--- src/rtl/bfiq_pkg.sv ---
package bfiq_pkg;

  localparam logic CMD_INSERT = 1'b0;
  localparam logic CMD_QUERY  = 1'b1;

  localparam logic [63:0] GOLDEN   = 64'h9E3779B97F4A7C15;
  localparam logic [63:0] MIX_C1   = 64'hBF58476D1CE4E5B9;
  localparam logic [63:0] MIX_C2   = 64'h94D049BB133111EB;
  localparam logic [63:0] SEED_ONE = 64'h243F6A8885A308D3;
  localparam logic [63:0] SEED_TWO = 64'h13198A2E03707344;

  localparam logic [2:0] REG_NUM_BITS   = 3'd0;
  localparam logic [2:0] REG_NUM_HASHES = 3'd4;

  typedef struct packed {
    logic        command;
    logic [63:0] key_word;
    logic [3:0]  word_bytes;
    logic [15:0] key_length;
    logic        last_word;
  } in_t;

  typedef struct packed {
    logic result_kind;
    logic maybe_present;
  } out_t;

  typedef struct packed {
    logic        go;
    logic [64:0] num;
    logic [16:0] den;
  } div_req_t;

endpackage

--- src/rtl/bfiq_divmod.sv ---
module bfiq_divmod (
  input  logic              clk,
  input  logic              rst_n,
  input  bfiq_pkg::div_req_t req,
  output logic              done,
  output logic [16:0]       rem
);
  import bfiq_pkg::*;

  logic [64:0] q_r;
  logic [16:0] rem_r;
  logic [6:0]  cnt_r;
  logic        run_r;
  logic        done_r;
  logic [17:0] sh;
  logic [17:0] sub;

  assign sh   = {rem_r, q_r[64]};
  assign sub  = sh - {1'b0, req.den};
  assign done = done_r;
  assign rem  = rem_r;

  always_ff @(posedge clk) begin
    if (!rst_n) begin
      run_r  <= 1'b0;
      done_r <= 1'b0;
      cnt_r  <= '0;
    end else begin
      done_r <= 1'b0;
      if (req.go) begin
        run_r <= 1'b1;
        cnt_r <= '0;
        q_r   <= req.num;
        rem_r <= '0;
      end else if (run_r) begin
        q_r   <= {q_r[63:0], 1'b0};
        rem_r <= sub[17] ? sh[16:0] : sub[16:0];
        cnt_r <= cnt_r + 7'd1;
        if (cnt_r == 7'd64) begin
          run_r  <= 1'b0;
          done_r <= 1'b1;
        end
      end
    end
  end

endmodule

--- config.mk ---
export PLATFORM = sky130hd
export DESIGN_NAME = bfiq_divmod
export DESIGN_NICKNAME = d
export VERILOG_FILES = /design/src/rtl/bfiq_pkg.sv /design/src/rtl/bfiq_divmod.sv
export SDC_FILE = /design/constraint.sdc
export NUM_CORES = 1
export LEC_CHECK = 0
export ABC_CLOCK_PERIOD_IN_PS = 3900
export BUFFER_PORTS_ARGS = -buffer_cell sky130_fd_sc_hd__buf_2
export CORE_MARGIN = 3
export CORE_UTILIZATION = 40
export DETAILED_ROUTE_END_ITERATION = 8
export PLACE_DENSITY = 0.72
export SYNTH_ARGS = -nofsm -noshare
export SYNTH_HDL_FRONTEND = slang
export SYNTH_SLANG_ARGS = --single-unit
export TNS_END_PERCENT = 30
--- constraint.sdc ---
create_clock -name clk -period 3.9 [get_ports clk]
set_input_delay 0.195 -clock clk [delete_from_list [all_inputs] [get_ports clk]]
set_output_delay 0.195 -clock clk [all_outputs]
set_load 0.05 [all_outputs]
==> out/qor.yml <==
status: "complete, no violations"
synth_ff_type: "edfxtp_1"
cts.clk_slew.worst_paths_ns: 0.06
layout_setup_ws_ns: 1.03
wl_um: 10800
synth_fp_nets: 517
synth_area_leaders: "edfxtp_1 49%, mux2_2 14%, ha_1 4.8%"
ctsHoldBuffers: 0
tightest_slew_ns: 1.16
cts-htree-levels: 3
fin_worst_skew_ns: 0.00537
maxSlewViolCount: 0
syn2layout_area_growth_pct: 18.0
post_cts_buffers: 0
die_width_um: 118
rows: 40
cts_tree: "built"
post_cts_resize_count: 0
max_freq_ghz: 0.349
num_vias: 3555
synth_edf_count: 82
crit_family: "compound AO/OA/AOI/OAI gates"
die_area_um2: 13900
drc_errors: 0
rsz0062_at_grt: "false"
pre_cts_ws_ns: 1.06
synth.distinct_cells: 51
clock_latency_ns: 0.34
drt_pre_antenna_iters: 4
tns_ns: 0
buffer_ports.inserted: 102
slowest_stage: "o31ai_2"
grt_max_degree: 84
p_per_area_nw_per_um2: 434
cp_data_arrival_time_ns: 3.02
finalSetupViolCount: 0
yosys.area.top_type_share_pct: 49.3
overflow: 0
fillers: 1158
cpPeakStageDelay_ns: 0.66
wire_per_inst_um: 15.9
ios: 103
fin_nets: 612
cp_num_buf_inv: 0
cts_root_buffer: "clkbuf_16"
p_leak_uw: 0.00231
ant_nets: 0
required_ns: 4.05
clock-sinks: 91
synth_warnings: 0
initial_utilization_pct: 41.2
diodes: 0
crit_type: "flip-flop to flip-flop"
grt_pass1_wl_um: 17900
synth_area_per_cell_um2: 12.1
hp-class: "input port to flip-flop"
timing.critical_path.cells: "ha_1 > a21oi_2 > o21ai_0 > and3_1 > o31ai_2 > nand3_1 > o32ai_1"
end_kind: "flip-flop"
fp.coreArea_um2: 12100
yosysTopAreaCell: "edfxtp_1"
async_flop_share_pct: 0
avgViaCountPerCell: 5.23
synth_most_common_cell: "edfxtp_1"
ys_seq_area_share_pct: 52.9
max-cap-violations: 0
synthCells: 412
synthesis.area_um2: 4990
grt_use_total_pct: 16.0
synth_common_cells: "82 x edfxtp_1, 64 x mux2_2, 36 x a21oi_1"
vdd.ir_drop.worst_mv: 0.278
drtIter0Drc: 139
fp.dieH_um: 118
maxSlewHeadroom_pct: 22.7
final-hold-violation-count: 0
min_period_ns: 2.87
antenna_found_initial: 2
clk_path_buf_depth: 2
cts_buffers: 9
drive_gt1_share_pct: 37.9
hpwl_um: 7740
critical_path.max_fanout: 11
grt_pass1_vias: 3697
fin_crit_sh_pct: 73.5
cp-start-kind: "flip-flop"
gp_routability_congestion: 0.882
ys_seq_elements: 91
==> final cells by class <==
class	instances	area, µm²	share of cell area [%]
Clock inverter	6	41.3	0.701
Inverter	25	93.8	1.59
Multi-Input combinational cell	275	2140	36.3
Sequential cell	91	2640	44.9
Tap cell	168	210	3.57
Clock buffer	10	229	3.89
Timing Repair Buffer	105	533	9.05
==> layout by cell type, fill, tap and decap left out, types with 9 or more instances in the layout <==
master | synthesis | layout
a21oi_1 | 36 | 36
nor2_1 | 14 | 14
inv_1 | 25 | 25
clkbuf_16 | 0 | 9
nand2_1 | 27 | 27
edfxtp_1 | 82 | 82
dfxtp_1 | 9 | 9
nand4_1 | 11 | 11
o21ai_0 | 16 | 16
mux2_2 | 64 | 64
ha_1 | 19 | 19
buf_2 | 3 | 102
==> cells by family (layout without fill, tap and decap cells) <==
logic type	after synthesis	count (layout)	share of synthesized area, %
buf+inv	46	146	4.36
simple gates	81	81	8.07
compound gates	97	97	12.7
mux	66	66	14.8
flops	91	91	52.9
xor+xnor	11	11	1.93
fa+ha+maj	20	20	5.16
==> registers in the layout, summed over array words and instances (netlist names) <==
name   cells
q_r       65
rem       17
cnt_r      7
done       1
run_r      1
==> worst paths after layout <==
kind	start	slack [ns]	cells past startpoint	endpoint
setup / recovery	rem[5]$_SDFFCE_PP0P_	1.03	7	rem[14]$_SDFFCE_PP0P_
hold / removal	req[17]	0.13	2	q_r[0]$_SDFFCE_PN0P_
setup reg to reg	rem[5]$_SDFFCE_PP0P_	1.03	7	rem[14]$_SDFFCE_PP0P_
hold reg to reg	cnt_r[6]$_SDFFE_PP0P_	0.50	2	cnt_r[6]$_SDFFE_PP0P_
==> power by group <==
| part | internal, µW | total [µW] | switching (µW) |
|---|---|---|---|
| combinational | 222 | 566 | 344 |
| sequential | 1160 | 1190 | 30.3 |
| clock | 432 | 803 | 371 |
| total | 1810 | 2560 | 745 |
==> routing by layer <==
metal | GRT usage [%] | share of wire (%) | vias up
met1 | 20.2 | 45 | 1680
met4 | 6.01 | 1.8 | 4
met2 | 25.8 | 46 | 104
met3 | 4.95 | 7.1 | 19
li1 | - | - | 1748
met5 | 0 | 0.28 | -
==> metrics by stage <==
step	utilization (%)	std cells	power (µW)	hold slack [ns]	cell area, µm²
2_1_floorplan	-	412	1630	0.399	4990
3_3_place_gp	46.4	664	1760	0.472	5620
3_5_place_dp	46.4	664	1770	0.481	5620
4_1_cts	48.6	680	2580	0.119	5890
5_1_grt	48.6	680	2680	0.146	5890
6_report	48.6	680	2560	0.132	5890
Power figures use the tool's default switching activity.
